`config.mk`:
```
export PLATFORM = sky130hd
export DESIGN_NAME = xml_entity_decoder_top
export DESIGN_NICKNAME = d
export VERILOG_FILES = /design/src/hw/rtl/xed_pkg.sv /design/src/hw/rtl/xed_front.sv /design/src/hw/rtl/xed_queue.sv /design/src/hw/rtl/xed_back.sv /design/src/hw/rtl/xml_entity_decoder_top.sv
export SDC_FILE = /design/constraint.sdc
export NUM_CORES = 1
export LEC_CHECK = 0
export BUFFER_PORTS_ARGS = -buffer_cell sky130_fd_sc_hd__buf_2
export CORE_MARGIN = 8
export CORE_UTILIZATION = 55
export CTS_CLUSTER_SIZE = 14
export DETAILED_ROUTE_END_ITERATION = 7
export PLACE_DENSITY = 0.72
export SETUP_SLACK_MARGIN = 0.4
export SLEW_MARGIN = 0
export SYNTH_ARGS = -nofsm -noshare
export SYNTH_HDL_FRONTEND = slang
export SYNTH_HIERARCHICAL = 1
export SYNTH_SLANG_ARGS = --single-unit
```
`constraint.sdc`:
```
create_clock -name aclk -period 7.3 [get_ports aclk]
set_clock_uncertainty 0.2 [all_clocks]
set_input_delay 1.825 -clock aclk [delete_from_list [all_inputs] [get_ports aclk]]
set_output_delay 1.825 -clock aclk [all_outputs]
set_load 0.05 [all_outputs]
```
`src/hw/rtl/xed_pkg.sv`:
```
package xed_pkg;

    localparam int unsigned NAME_COUNT = 5;
    localparam int unsigned NAME_MAX   = 5;
    localparam int unsigned HOLD_DEPTH = 4;
    localparam int unsigned JOB_BYTES  = 5;

    localparam logic [7:0] AMP_CHAR = 8'h26;

    // reference names, index 0 in the lowest byte: lt; gt; amp; apos; quot;
    localparam logic [NAME_COUNT-1:0][NAME_MAX-1:0][7:0] NAME_TEXT = {
        {8'h3b, 8'h74, 8'h6f, 8'h75, 8'h71},
        {8'h3b, 8'h73, 8'h6f, 8'h70, 8'h61},
        {8'h00, 8'h3b, 8'h70, 8'h6d, 8'h61},
        {8'h00, 8'h00, 8'h3b, 8'h74, 8'h67},
        {8'h00, 8'h00, 8'h3b, 8'h74, 8'h6c}
    };

    localparam logic [NAME_COUNT-1:0][2:0] NAME_LEN = {3'd5, 3'd5, 3'd4, 3'd3, 3'd3};

    localparam logic [NAME_COUNT-1:0][7:0] NAME_CHAR = {8'h22, 8'h27, 8'h26, 8'h3e, 8'h3c};

    // one input transaction worth of output bytes; zero bytes means end marker
    typedef struct packed {
        logic                      last;
        logic [2:0]                n;
        logic [JOB_BYTES-1:0][7:0] bytes;
    } job_t;

    typedef struct packed {
        logic full;
        logic empty;
    } q_stat_t;

endpackage

```
`src/hw/rtl/xed_front.sv`:
```
module xed_front import xed_pkg::*; (
    input  logic        aclk,
    input  logic        aresetn,
    input  logic        s_tvalid,
    output logic        s_tready,
    input  logic [7:0]  s_tdata,
    input  logic        s_tlast,
    input  q_stat_t     q_stat,
    output logic        push,
    output job_t        push_job
);

    logic                       in_ref_reg, in_ref_next;
    logic [2:0]                 cnt_reg, cnt_next;
    logic [HOLD_DEPTH-1:0][7:0] held_reg;
    logic                       accept;
    logic                       hold;
    logic [7:0]                 b;
    logic [JOB_BYTES-1:0][7:0]  cand;
    logic [JOB_BYTES-1:0][7:0]  held_ext;
    logic [2:0]                 len_c;
    logic [NAME_COUNT-1:0]      full_m, pre_m;
    logic                       ok;
    logic [7:0]                 ch;
    logic [7:0]                 x;
    logic [2:0]                 cnt_eff;
    logic [2:0]                 n;

    assign b        = s_tdata;
    assign s_tready = !q_stat.full;
    assign accept   = s_tvalid && s_tready;
    assign len_c    = cnt_reg + 3'd1;
    assign held_ext = {8'h00, held_reg};

    // candidate name so far: held bytes then the current byte
    always_comb begin
        for (int i = 0; i < JOB_BYTES; i++) begin
            cand[i] = (3'(i) < cnt_reg) ? held_ext[i] : b;
        end
    end

    always_comb begin
        ch = 8'h00;
        for (int k = 0; k < NAME_COUNT; k++) begin
            ok = (len_c <= NAME_LEN[k]);
            for (int i = 0; i < NAME_MAX; i++) begin
                if (3'(i) < len_c && cand[i] != NAME_TEXT[k][i]) begin
                    ok = 1'b0;
                end
            end
            full_m[k] = ok && (len_c == NAME_LEN[k]);
            pre_m[k]  = ok && (len_c < NAME_LEN[k]);
            if (full_m[k]) begin
                ch = NAME_CHAR[k];
            end
        end
    end

    always_comb begin
        hold        = 1'b0;
        x           = b;
        cnt_eff     = 3'd0;
        n           = 3'd0;
        in_ref_next = in_ref_reg;
        cnt_next    = cnt_reg;
        if (!in_ref_reg) begin
            if (b == AMP_CHAR) begin
                in_ref_next = 1'b1;
                cnt_next    = 3'd0;
            end else begin
                n = 3'd1;
            end
        end else if (|full_m) begin
            x           = ch;
            n           = 3'd1;
            in_ref_next = 1'b0;
            cnt_next    = 3'd0;
        end else if ((|pre_m) && cnt_reg < 3'(HOLD_DEPTH)) begin
            hold     = 1'b1;
            cnt_eff  = cnt_reg;
            cnt_next = cnt_reg + 3'd1;
            n        = s_tlast ? cnt_reg + 3'd1 : 3'd0;
        end else begin
            cnt_eff     = cnt_reg;
            n           = cnt_reg + ((b != AMP_CHAR) ? 3'd1 : 3'd0);
            in_ref_next = (b == AMP_CHAR);
            cnt_next    = 3'd0;
        end
        if (s_tlast) begin
            in_ref_next = 1'b0;
            cnt_next    = 3'd0;
        end
    end

    always_comb begin
        for (int i = 0; i < JOB_BYTES; i++) begin
            push_job.bytes[i] = (3'(i) < cnt_eff) ? held_ext[i] : x;
        end
        push_job.n    = n;
        push_job.last = s_tlast;
    end

    assign push = accept && (n != 3'd0 || s_tlast);

    always_ff @(posedge aclk) begin
        if (!aresetn) begin
            in_ref_reg <= 1'b0;
            cnt_reg    <= 3'd0;
        end else if (accept) begin
            in_ref_reg <= in_ref_next;
            cnt_reg    <= cnt_next;
        end
    end

    always_ff @(posedge aclk) begin
        if (accept && hold) begin
            held_reg[cnt_reg[1:0]] <= b;
        end
    end

`ifndef SYNTHESIS
    a_cnt_bound: assert property (@(posedge aclk) disable iff (!aresetn)
        cnt_reg <= 3'(HOLD_DEPTH))
        else $error("held count beyond hold depth");
    a_idle_empty: assert property (@(posedge aclk) disable iff (!aresetn)
        !in_ref_reg |-> cnt_reg == 3'd0)
        else $error("bytes held outside a reference");
    a_last_clears: assert property (@(posedge aclk) disable iff (!aresetn)
        accept && s_tlast |=> !in_ref_reg && cnt_reg == 3'd0)
        else $error("match state survived the final byte");
`endif

endmodule

```
`src/hw/rtl/xed_queue.sv`:
```
module xed_queue import xed_pkg::*; #(
    parameter int unsigned DEPTH = 2
) (
    input  logic    aclk,
    input  logic    aresetn,
    input  logic    push,
    input  job_t    push_job,
    input  logic    pop,
    output job_t    head,
    output q_stat_t q_stat
);

    localparam int unsigned PTR_W = (DEPTH > 1) ? $clog2(DEPTH) : 1;
    localparam int unsigned CNT_W = $clog2(DEPTH + 1);

    job_t             entry_reg [DEPTH];
    logic [PTR_W-1:0] wr_ptr_reg, rd_ptr_reg;
    logic [CNT_W-1:0] count_reg;
    logic             do_push, do_pop;

    assign q_stat.full  = (count_reg == CNT_W'(DEPTH));
    assign q_stat.empty = (count_reg == '0);
    assign do_push      = push && !q_stat.full;
    assign do_pop       = pop && !q_stat.empty;
    assign head         = entry_reg[rd_ptr_reg];

    function automatic logic [PTR_W-1:0] ptr_inc(input logic [PTR_W-1:0] p);
        return (p == PTR_W'(DEPTH - 1)) ? '0 : p + PTR_W'(1);
    endfunction

    always_ff @(posedge aclk) begin
        if (!aresetn) begin
            wr_ptr_reg <= '0;
            rd_ptr_reg <= '0;
            count_reg  <= '0;
        end else begin
            if (do_push) begin
                wr_ptr_reg <= ptr_inc(wr_ptr_reg);
            end
            if (do_pop) begin
                rd_ptr_reg <= ptr_inc(rd_ptr_reg);
            end
            if (do_push && !do_pop) begin
                count_reg <= count_reg + CNT_W'(1);
            end else if (do_pop && !do_push) begin
                count_reg <= count_reg - CNT_W'(1);
            end
        end
    end

    always_ff @(posedge aclk) begin
        if (do_push) begin
            entry_reg[wr_ptr_reg] <= push_job;
        end
    end

endmodule

```
`src/hw/rtl/xed_back.sv`:
```
module xed_back import xed_pkg::*; (
    input  logic        aclk,
    input  logic        aresetn,
    input  job_t        head,
    input  q_stat_t     q_stat,
    output logic        pop,
    output logic        m_tvalid,
    input  logic        m_tready,
    output logic [7:0]  m_tdata,
    output logic        m_tlast,
    output logic [1:0]  m_tuser
);

    logic [2:0] idx_reg, idx_next;
    logic       m_valid_reg, m_valid_next;
    logic [7:0] m_data_reg;
    logic       m_last_reg;
    logic [1:0] m_user_reg;
    logic       load;
    logic       marker;
    logic       final_rec;

    assign marker    = (head.n == 3'd0);
    assign final_rec = marker || (idx_reg == head.n - 3'd1);
    assign load      = !q_stat.empty && (!m_valid_reg || m_tready);
    assign pop       = load && final_rec;

    always_comb begin
        idx_next = idx_reg;
        if (pop) begin
            idx_next = 3'd0;
        end else if (load) begin
            idx_next = idx_reg + 3'd1;
        end
        m_valid_next = load ? 1'b1 : (m_tready ? 1'b0 : m_valid_reg);
    end

    always_ff @(posedge aclk) begin
        if (!aresetn) begin
            idx_reg     <= 3'd0;
            m_valid_reg <= 1'b0;
        end else begin
            idx_reg     <= idx_next;
            m_valid_reg <= m_valid_next;
        end
    end

    always_ff @(posedge aclk) begin
        if (load) begin
            m_data_reg <= marker ? 8'h00 : head.bytes[idx_reg];
            m_last_reg <= final_rec;
            m_user_reg <= {final_rec && head.last, !marker};
        end
    end

    assign m_tvalid = m_valid_reg;
    assign m_tdata  = m_data_reg;
    assign m_tlast  = m_last_reg;
    assign m_tuser  = m_user_reg;

`ifndef SYNTHESIS
    a_idx_range: assert property (@(posedge aclk) disable iff (!aresetn)
        !q_stat.empty && !marker |-> idx_reg < head.n)
        else $error("byte index past the end of the job");
    a_end_is_last: assert property (@(posedge aclk) disable iff (!aresetn)
        m_tvalid && m_tuser[1] |-> m_tlast)
        else $error("stream end without run end");
    a_marker_clean: assert property (@(posedge aclk) disable iff (!aresetn)
        m_tvalid && !m_tuser[0] |-> m_tdata == 8'h00 && m_tuser[1] && m_tlast)
        else $error("malformed end marker");
`endif

endmodule

```
`src/hw/rtl/xml_entity_decoder_top.sv`:
```
// channel   dir  tdata            tlast       tuser
// s_        in   [7:0] byte_in    last_in     -
// m_        out  [7:0] byte_out   run_last    [0] byte_valid, [1] stream_end
//
// one input transaction per cycle while the job queue has room
// an input causing k results gives k output transfers, one byte each (k up to 5)
// a bare end marker or a single byte takes one output transfer
// input stalls only when the QUEUE_DEPTH job queue is full
// aresetn is synchronous and active low; held match bytes need no reset
module xml_entity_decoder_top import xed_pkg::*; #(
    parameter int unsigned QUEUE_DEPTH = 2
) (
    input  logic        aclk,
    input  logic        aresetn,
    input  logic        s_tvalid,
    output logic        s_tready,
    input  logic [7:0]  s_tdata,    // [7:0] byte_in
    input  logic        s_tlast,
    output logic        m_tvalid,
    input  logic        m_tready,
    output logic [7:0]  m_tdata,    // [7:0] byte_out
    output logic        m_tlast,
    output logic [1:0]  m_tuser     // [0] byte_valid, [1] stream_end
);

    q_stat_t q_stat;
    logic    push;
    logic    pop;
    job_t    push_job;
    job_t    head;

    xed_front u_front (
        .aclk     (aclk),
        .aresetn  (aresetn),
        .s_tvalid (s_tvalid),
        .s_tready (s_tready),
        .s_tdata  (s_tdata),
        .s_tlast  (s_tlast),
        .q_stat   (q_stat),
        .push     (push),
        .push_job (push_job)
    );

    xed_queue #(
        .DEPTH (QUEUE_DEPTH)
    ) u_queue (
        .aclk     (aclk),
        .aresetn  (aresetn),
        .push     (push),
        .push_job (push_job),
        .pop      (pop),
        .head     (head),
        .q_stat   (q_stat)
    );

    xed_back u_back (
        .aclk     (aclk),
        .aresetn  (aresetn),
        .head     (head),
        .q_stat   (q_stat),
        .pop      (pop),
        .m_tvalid (m_tvalid),
        .m_tready (m_tready),
        .m_tdata  (m_tdata),
        .m_tlast  (m_tlast),
        .m_tuser  (m_tuser)
    );

endmodule
```
==> results.sh, run 1 <==
export IMPL_postSynthAreaPerCell_um2=13.4
export IMPL_ant_nets=0
export IMPL_antenna_found_initial=0
export IMPL_critical_path_class="input port to flop"
export IMPL_critPathBufInv=1
export IMPL_stdcell_count=759
export IMPL_drc=0
export IMPL_rsz0062_at_grt="false"
export IMPL_powerDensity_nw_per_um2=321
export IMPL_crit_family="simple AND/OR/NAND/NOR gates"
export IMPL_dieArea_um2=17300
export IMPL_grt_pass1_vias=4746
export IMPL_synth_nets=570
export IMPL_min_delay_path_class="flop to flop"
export IMPL_clkTransAtPathRegs_ns=0.06
export IMPL_die_y_um=131
export IMPL_maxCapViolations=0
export IMPL_crit_fanout=44
export IMPL_core_area_um2=13100
export IMPL_fillerInstances=998
export IMPL_grt_max_degree=46
export IMPL_dp_cells=727
export IMPL_postCtsHoldBufs=0
export IMPL_end_kind="flop"
export IMPL_synthesis_area_um2=7330
export IMPL_holdPathEnd="u_queue/count_reg[1]$_SDFFE_PN0P_"
export IMPL_cp_arrival_ns=5.48
export IMPL_tightest_slew_ns=1.07
export IMPL_row_count=42
export IMPL_cts_setup_buffers=0
export IMPL_vias_per_cell=6.37
export IMPL_drtIter0Drc=576
export IMPL_fin_nets=594
export IMPL_clk_latency_ns=0.43
export IMPL_grt_overflow=0
export IMPL_ys_types=84
export IMPL_yosys_warnings=6
export IMPL_synth_main_ff_cell="edfxtp_1"
export IMPL_synthCells=546
export IMPL_yosys_register_bits=144
export IMPL_grt_use_total_pct=20.2
export IMPL_synth_edf_count=131
export IMPL_pin_count=26
export IMPL_setup_violations=0
export IMPL_drt_first_pass_iters=5
export IMPL_hold_start="u_queue/count_reg[1]$_SDFFE_PN0P_"
export IMPL_max_freq_mhz=177
export IMPL_rr_worst_depth=12
export IMPL_totalWireLength_um=17100
export IMPL_cp_common_cell="o22ai_1"
export IMPL_hold_depth=2
export IMPL_clock_sinks=144
export IMPL_cts_root_buf="clkbuf_16"
export IMPL_yosysSeqAreaShare_pct=57.2
export IMPL_dp_slack_ns=1.26
export IMPL_slew_viol_final=0
export IMPL_cts_tree="yes"
export IMPL_die_w_um=131
export IMPL_worst_slack_ns=1.67
export IMPL_grt_pass1_wl_um=26800
export IMPL_r2r_setup_slack_ns=1.83
export IMPL_cts_resized=0
export IMPL_critPathMaxStageDelay_ns=0.93
export IMPL_drive_gt1_share_pct=27.4
export IMPL_path_cells="buf_2, or4b_2, o22ai_1, o311ai_0, or3_1, o21ai_0, a2111oi_0, mux2_2, o22ai_1, and3_2"
export IMPL_htree_num_levels=4
export IMPL_status="finished, final reports clean"
export IMPL_largest_register_ffs=88
export IMPL_vias=4836
export IMPL_io_buffers=25
export IMPL_diodes=0
export IMPL_min_period_over_period_pct=77.2
export IMPL_cpMaxStageDelayCell="and3_2"
export IMPL_period_minus_slack_ns=5.63
export IMPL_wl_per_cell_um=22.5
export IMPL_area_growth_pct=11.7
export IMPL_place_hpwl_um=12000
export IMPL_crit_path_start_kind="input port"
export IMPL_mostFrequentLayoutCell="edfxtp_1"
export IMPL_hold_viol=0
export IMPL_vdd_drop_max_v=0.000164
export IMPL_clk_path_buf_depth=2
export IMPL_layout_common_cells="edfxtp_1, mux2_2, nor2_1, buf_2, inv_1"
export IMPL_crit_required_ns=7.14
export IMPL_routabilityCongestion=0.967
export IMPL_p_leak_nw=2.75
export IMPL_slew_headroom_pct=28.6
export IMPL_tns_ns=0
export IMPL_r2r_start="u_front/cnt_reg[1]$_SDFFE_PN0P_"
export IMPL_numCtsBuffers=17
export IMPL_start_util_pct=55.8
export IMPL_timing_hold_ws_ns=0.347
export IMPL_synthArstFlopShare_pct=0
export IMPL_r2r_end="u_queue/entry_reg[1][28]$_DFFE_PP_"
==> layout make-up <==
type                       count  area [um2]  area share (%)
clock buffer                  20         447            5.46
clock inverter                12         159            1.94
inverter                      21        78.8           0.963
multi-input combinational    355        2920            35.6
sequential                   144        4200            51.3
tap                          176         220            2.69
timing repair buffer          31         170            2.08
==> logic make-up after synthesis <==
| logic type | share of synthesized area (%) |
|---|---|
| flip-flops | 57.2 |
| multiplexers | 14.5 |
| AND/OR/NAND/NOR | 13.6 |
| buffers and inverters | 3.07 |
| XOR/XNOR | 0.837 |
| AO/OA/AOI/OAI | 8.86 |
| adder cells (fa/ha/maj) | 1.88 |
==> metal layers <==
layer,track usage (%),vias to the layer above,wire [um]
li1,-,2199,-
met1,25.2,2379,7240
met2,31.4,213,8000
met3,5.56,45,1100
met4,11.0,0,722
met5,0,-,0
==> worst reg2reg max path: stages, from the launching register on <==
cell and delay, ns:
dfxtp_1 0.78, ha_1 0.30, ha_1 0.40, nor2b_1 0.41, o22ai_1 0.15, a32o_1 0.27
or4_1 0.59, nor4_1 0.26, a211oi_1 0.08, buf_4 0.18, mux2_2 0.29, o22ai_1 0.21
and3_2 0.93
==> cells in the mapped netlist (all sizes together) (7+ instances only) <==
library cell  instances  share of area [%]
a21oi                12               0.87
a22oi                 9               0.92
and2                  7               0.60
and3                  8               0.68
buf                  19                1.6
clkbuf                7               0.36
dfxtp                13                3.6
edfxtp              131                 54
ha                   11                1.9
inv                  21                1.1
mux2                 78                 12
mux4                  8                2.5
nand2                14               0.72
nand3                 9               0.68
nand4b                7               0.84
nor2                 32                1.8
nor2b                11               0.94
nor3                 12                1.0
nor4                 12                1.2
o21a                  9               0.92
o21ai                17                1.2
==> how the worst max path moves through the flow <==
stage / from / to / depth (start not counted) / slack [ns]
floorplan: s_tdata[0] / u_queue/entry_reg[0][0]$_DFFE_PP_ / 11 / 0.73
global placement: s_tdata[2] / u_queue/entry_reg[1][4]$_DFFE_PP_ / 10 / 1.28
detailed placement: s_tdata[2] / u_queue/entry_reg[1][28]$_DFFE_PP_ / 10 / 1.26
CTS: s_tdata[2] / u_queue/entry_reg[1][27]$_DFFE_PP_ / 10 / 1.69
global route: s_tdata[2] / u_queue/entry_reg[1][24]$_DFFE_PP_ / 10 / 1.53
finish: s_tdata[2] / u_queue/entry_reg[1][28]$_DFFE_PP_ / 10 / 1.67
==> through the flow <==
stage               power, mW  instance area, um2  util, %
finish                   2.63                8190     62.3
global route             2.75                8190     62.3
CTS                      2.65                8190     62.3
detailed placement       1.76                7580     57.7
global placement         1.75                7580     57.7
floorplan                1.64                7330        -
==> power breakdown <==
group / internal [mW] / leakage (nW) / switching, mW
clock: 0.549 / 0.291 / 0.332
sequential: 1.10 / 1.32 / 0.0549
combinational: 0.221 / 1.14 / 0.376
Power figures use the tool's default switching activity.
==> inputs of run 2 (changes only) <==
--- a/config.mk
+++ b/config.mk
@@ -10,7 +10,7 @@
 export CORE_UTILIZATION = 55
 export CTS_CLUSTER_SIZE = 14
 export DETAILED_ROUTE_END_ITERATION = 7
-export PLACE_DENSITY = 0.72
+export PLACE_DENSITY = 0.75
 export SETUP_SLACK_MARGIN = 0.4
 export SLEW_MARGIN = 0
 export SYNTH_ARGS = -nofsm -noshare
==> constraint.sdc (replaced) <==
create_clock -name aclk -period 4.55 [get_ports aclk]
set_clock_uncertainty 0.2 [all_clocks]
set_input_delay 1.1375 -clock aclk [delete_from_list [all_inputs] [get_ports aclk]]
set_output_delay 1.1375 -clock aclk [all_outputs]
set_load 0.05 [all_outputs]
==> results.sh, run 2 (synthesis gave the netlist of run 1 again) <==
export IMPL_use_met1_pct=27.4
export IMPL_hold_start="u_queue/count_reg[1]$_SDFFE_PN0P_"
export IMPL_drc=0
export IMPL_grt_overflow=0
export IMPL_place_hpwl_um=12800
export IMPL_setup_violations=0
export IMPL_r2r_end="u_queue/entry_reg[0][29]$_DFFE_PP_"
export IMPL_diodes=0
export IMPL_crit_fanout=8
export IMPL_clk_path_buf_depth=2
export IMPL_min_period_over_period_pct=89.5
export IMPL_cp_startpoint="s_tdata[6]"
export IMPL_r2r_start="u_front/cnt_reg[1]$_SDFFE_PN0P_"
export IMPL_period_minus_slack_ns=4.07
export IMPL_sequentialPowerShare_pct=41.9
export IMPL_r2r_setup_slack_ns=0.50
export IMPL_layout_common_cells="edfxtp_1, mux2_2, buf_4, nor2_1"
export IMPL_use_met3_pct=5.14
export IMPL_total_power_mw=4.36
export IMPL_min_delay_path_class="flop to flop"
export IMPL_holdPathEnd="u_queue/count_reg[1]$_SDFFE_PN0P_"
export IMPL_p_leak_nw=3.11
export IMPL_rsz0062_at_grt="false"
export IMPL_pin_count=26
export IMPL_numCtsBuffers=17
export IMPL_status="finished, final reports clean"
export IMPL_met2_usage_pct=34.5
export IMPL_critical_path_class="input port to flop"
export IMPL_cpMaxStageDelayCell="or4_4"
export IMPL_drt_first_pass_iters=5
export IMPL_mostFrequentLayoutCell="edfxtp_1"
export IMPL_drtIter0Drc=472
export IMPL_critPathMaxStageDelay_ns=0.50
export IMPL_combPwrFrac_pct=28.2
export IMPL_ant_nets=0
export IMPL_antenna_found_initial=0
export IMPL_drive_gt1_share_pct=39.0
export IMPL_dp_slack_ns=-0.122
export IMPL_crit_required_ns=4.49
export IMPL_final_core_util_pct=68.1
export IMPL_start_util_pct=55.8
export IMPL_slew_headroom_pct=53.3
export IMPL_vdd_drop_max_v=0.000241
export IMPL_fin_nets=650
export IMPL_internal_power_mw=3.04
export IMPL_vias_per_cell=6.27
export IMPL_power_share_clock_pct=29.9
export IMPL_grt_pass1_wl_um=28600
export IMPL_htree_num_levels=4
export IMPL_grt_use_total_pct=21.3
export IMPL_cts_tree="yes"
export IMPL_area_growth_pct=22.0
export IMPL_clock_sinks=144
export IMPL_clkTransAtPathRegs_ns=0.06
export IMPL_maxCapViolations=0
export IMPL_core_area_um2=13100
export IMPL_slew_viol_final=0
export IMPL_path_cells="buf_2, buf_6, nand2b_4, or4_4, a221o_1, o21a_1, o21ai_2, a211oi_2, mux2_4, o22ai_4, inv_2, buf_6, nor3_4, buf_12, clkbuf_16"
export IMPL_dieArea_um2=17300
export IMPL_cts_root_buf="clkbuf_16"
export IMPL_wl_per_cell_um=22.7
export IMPL_top_usage_layer="met2"
export IMPL_hold_depth=2
export IMPL_die_w_um=131
export IMPL_hold_viol=0
export IMPL_totalWireLength_um=18500
export IMPL_crit_path_start_kind="input port"
export IMPL_stdcell_count=815
export IMPL_row_count=42
export IMPL_cp_arrival_ns=4.01
export IMPL_p_switching_mw=1.32
export IMPL_swShare_pct=30.4
export IMPL_grt_pass1_vias=5118
export IMPL_routabilityCongestion=1.01
export IMPL_dp_cells=770
export IMPL_worst_slack_ns=0.475
export IMPL_fin_area_um2=8940
export IMPL_tns_ns=0
export IMPL_cp_common_cell="buf_6"
export IMPL_end_kind="flop"
export IMPL_critPathBufInv=6
export IMPL_timing_hold_ws_ns=0.344
export IMPL_die_y_um=131
export IMPL_max_freq_mhz=245
export IMPL_tightest_slew_ns=0.699
export IMPL_vias=5106
export IMPL_rr_worst_depth=14
export IMPL_placed_cell_area_um2=8020
export IMPL_grt_max_degree=45
export IMPL_clk_latency_ns=0.42
export IMPL_io_buffers=25
export IMPL_powerDensity_nw_per_um2=488
export IMPL_crit_family="compound AO/OA/AOI/OAI gates"
export IMPL_largest_register_ffs=88
## run 2: changes by cell type in the layout (fill, tap and decap cells not counted), sizes merged
cell      before  now
clkinv         4    6
bufinv         3    1
clkinvlp       2    4
buf           31   82
clkbuf        20   22
inv           24   25
## run 2: worst max path at each step
stage                                                    end  slack [ns]  cells past startpoint
after global routing      u_queue/entry_reg[0][11]$_DFFE_PP_        0.39                     14
after global placement     u_queue/count_reg[1]$_SDFFE_PN0P_        0.03                     14
after floorplan            u_queue/entry_reg[0][0]$_DFFE_PP_       -0.32                     11
final                     u_queue/entry_reg[0][29]$_DFFE_PP_        0.48                     15
after detailed placement   u_queue/count_reg[1]$_SDFFE_PN0P_       -0.12                     14
after CTS                  u_queue/count_reg[1]$_SDFFE_PN0P_        0.41                     15
## run 2: worst register-to-register path, delay by kind of cell, from the launching register on
family	cells	cell delay, ns
AOI/OAI and AO/OA	5	0.83
buffers and inverters	5	0.81
DFF	1	0.35
muxes	1	0.33
and+or+nand+nor	3	1.23
## run 2: layout make-up
class / count / area, um2
sequential: 144 / 4200
fill: 956 / 4200
multi-input combinational: 355 / 3140
timing repair buffer: 87 / 747
clock buffer: 17 / 425
tap: 176 / 220
clock inverter: 15 / 134
inverter: 21 / 78.8
## run 2: per-layer routing
metal | up-vias | part of all wire [%]
met3 | 23 | 6.7
met4 | 0 | 2.0
met5 | - | 0
met1 | 2552 | 43
li1 | 2314 | -
met2 | 217 | 49
## run 2: power groups by stage
| stage | registers [mW] | clock network (mW) | logic [mW] |
|---|---|---|---|
| finish | 1.83 | 1.31 | 1.23 |
| global route | 1.85 | 1.38 | 1.32 |
| CTS | 1.83 | 1.32 | 1.06 |
| detailed placement | 1.85 | 0 | 1.04 |
| global placement | 1.84 | 0 | 1.02 |
| floorplan | 2.01 | 0 | 0.622 |
## run 2: repair_timing
action / CTS / global route
hold buffers: 0 / 0
pin swaps: 12 / 17
buffers inserted: 3 / 4
gates resized for setup: 13 / 33
gates cloned: 0 / 6
setup endpoints to repair: 46 / 72
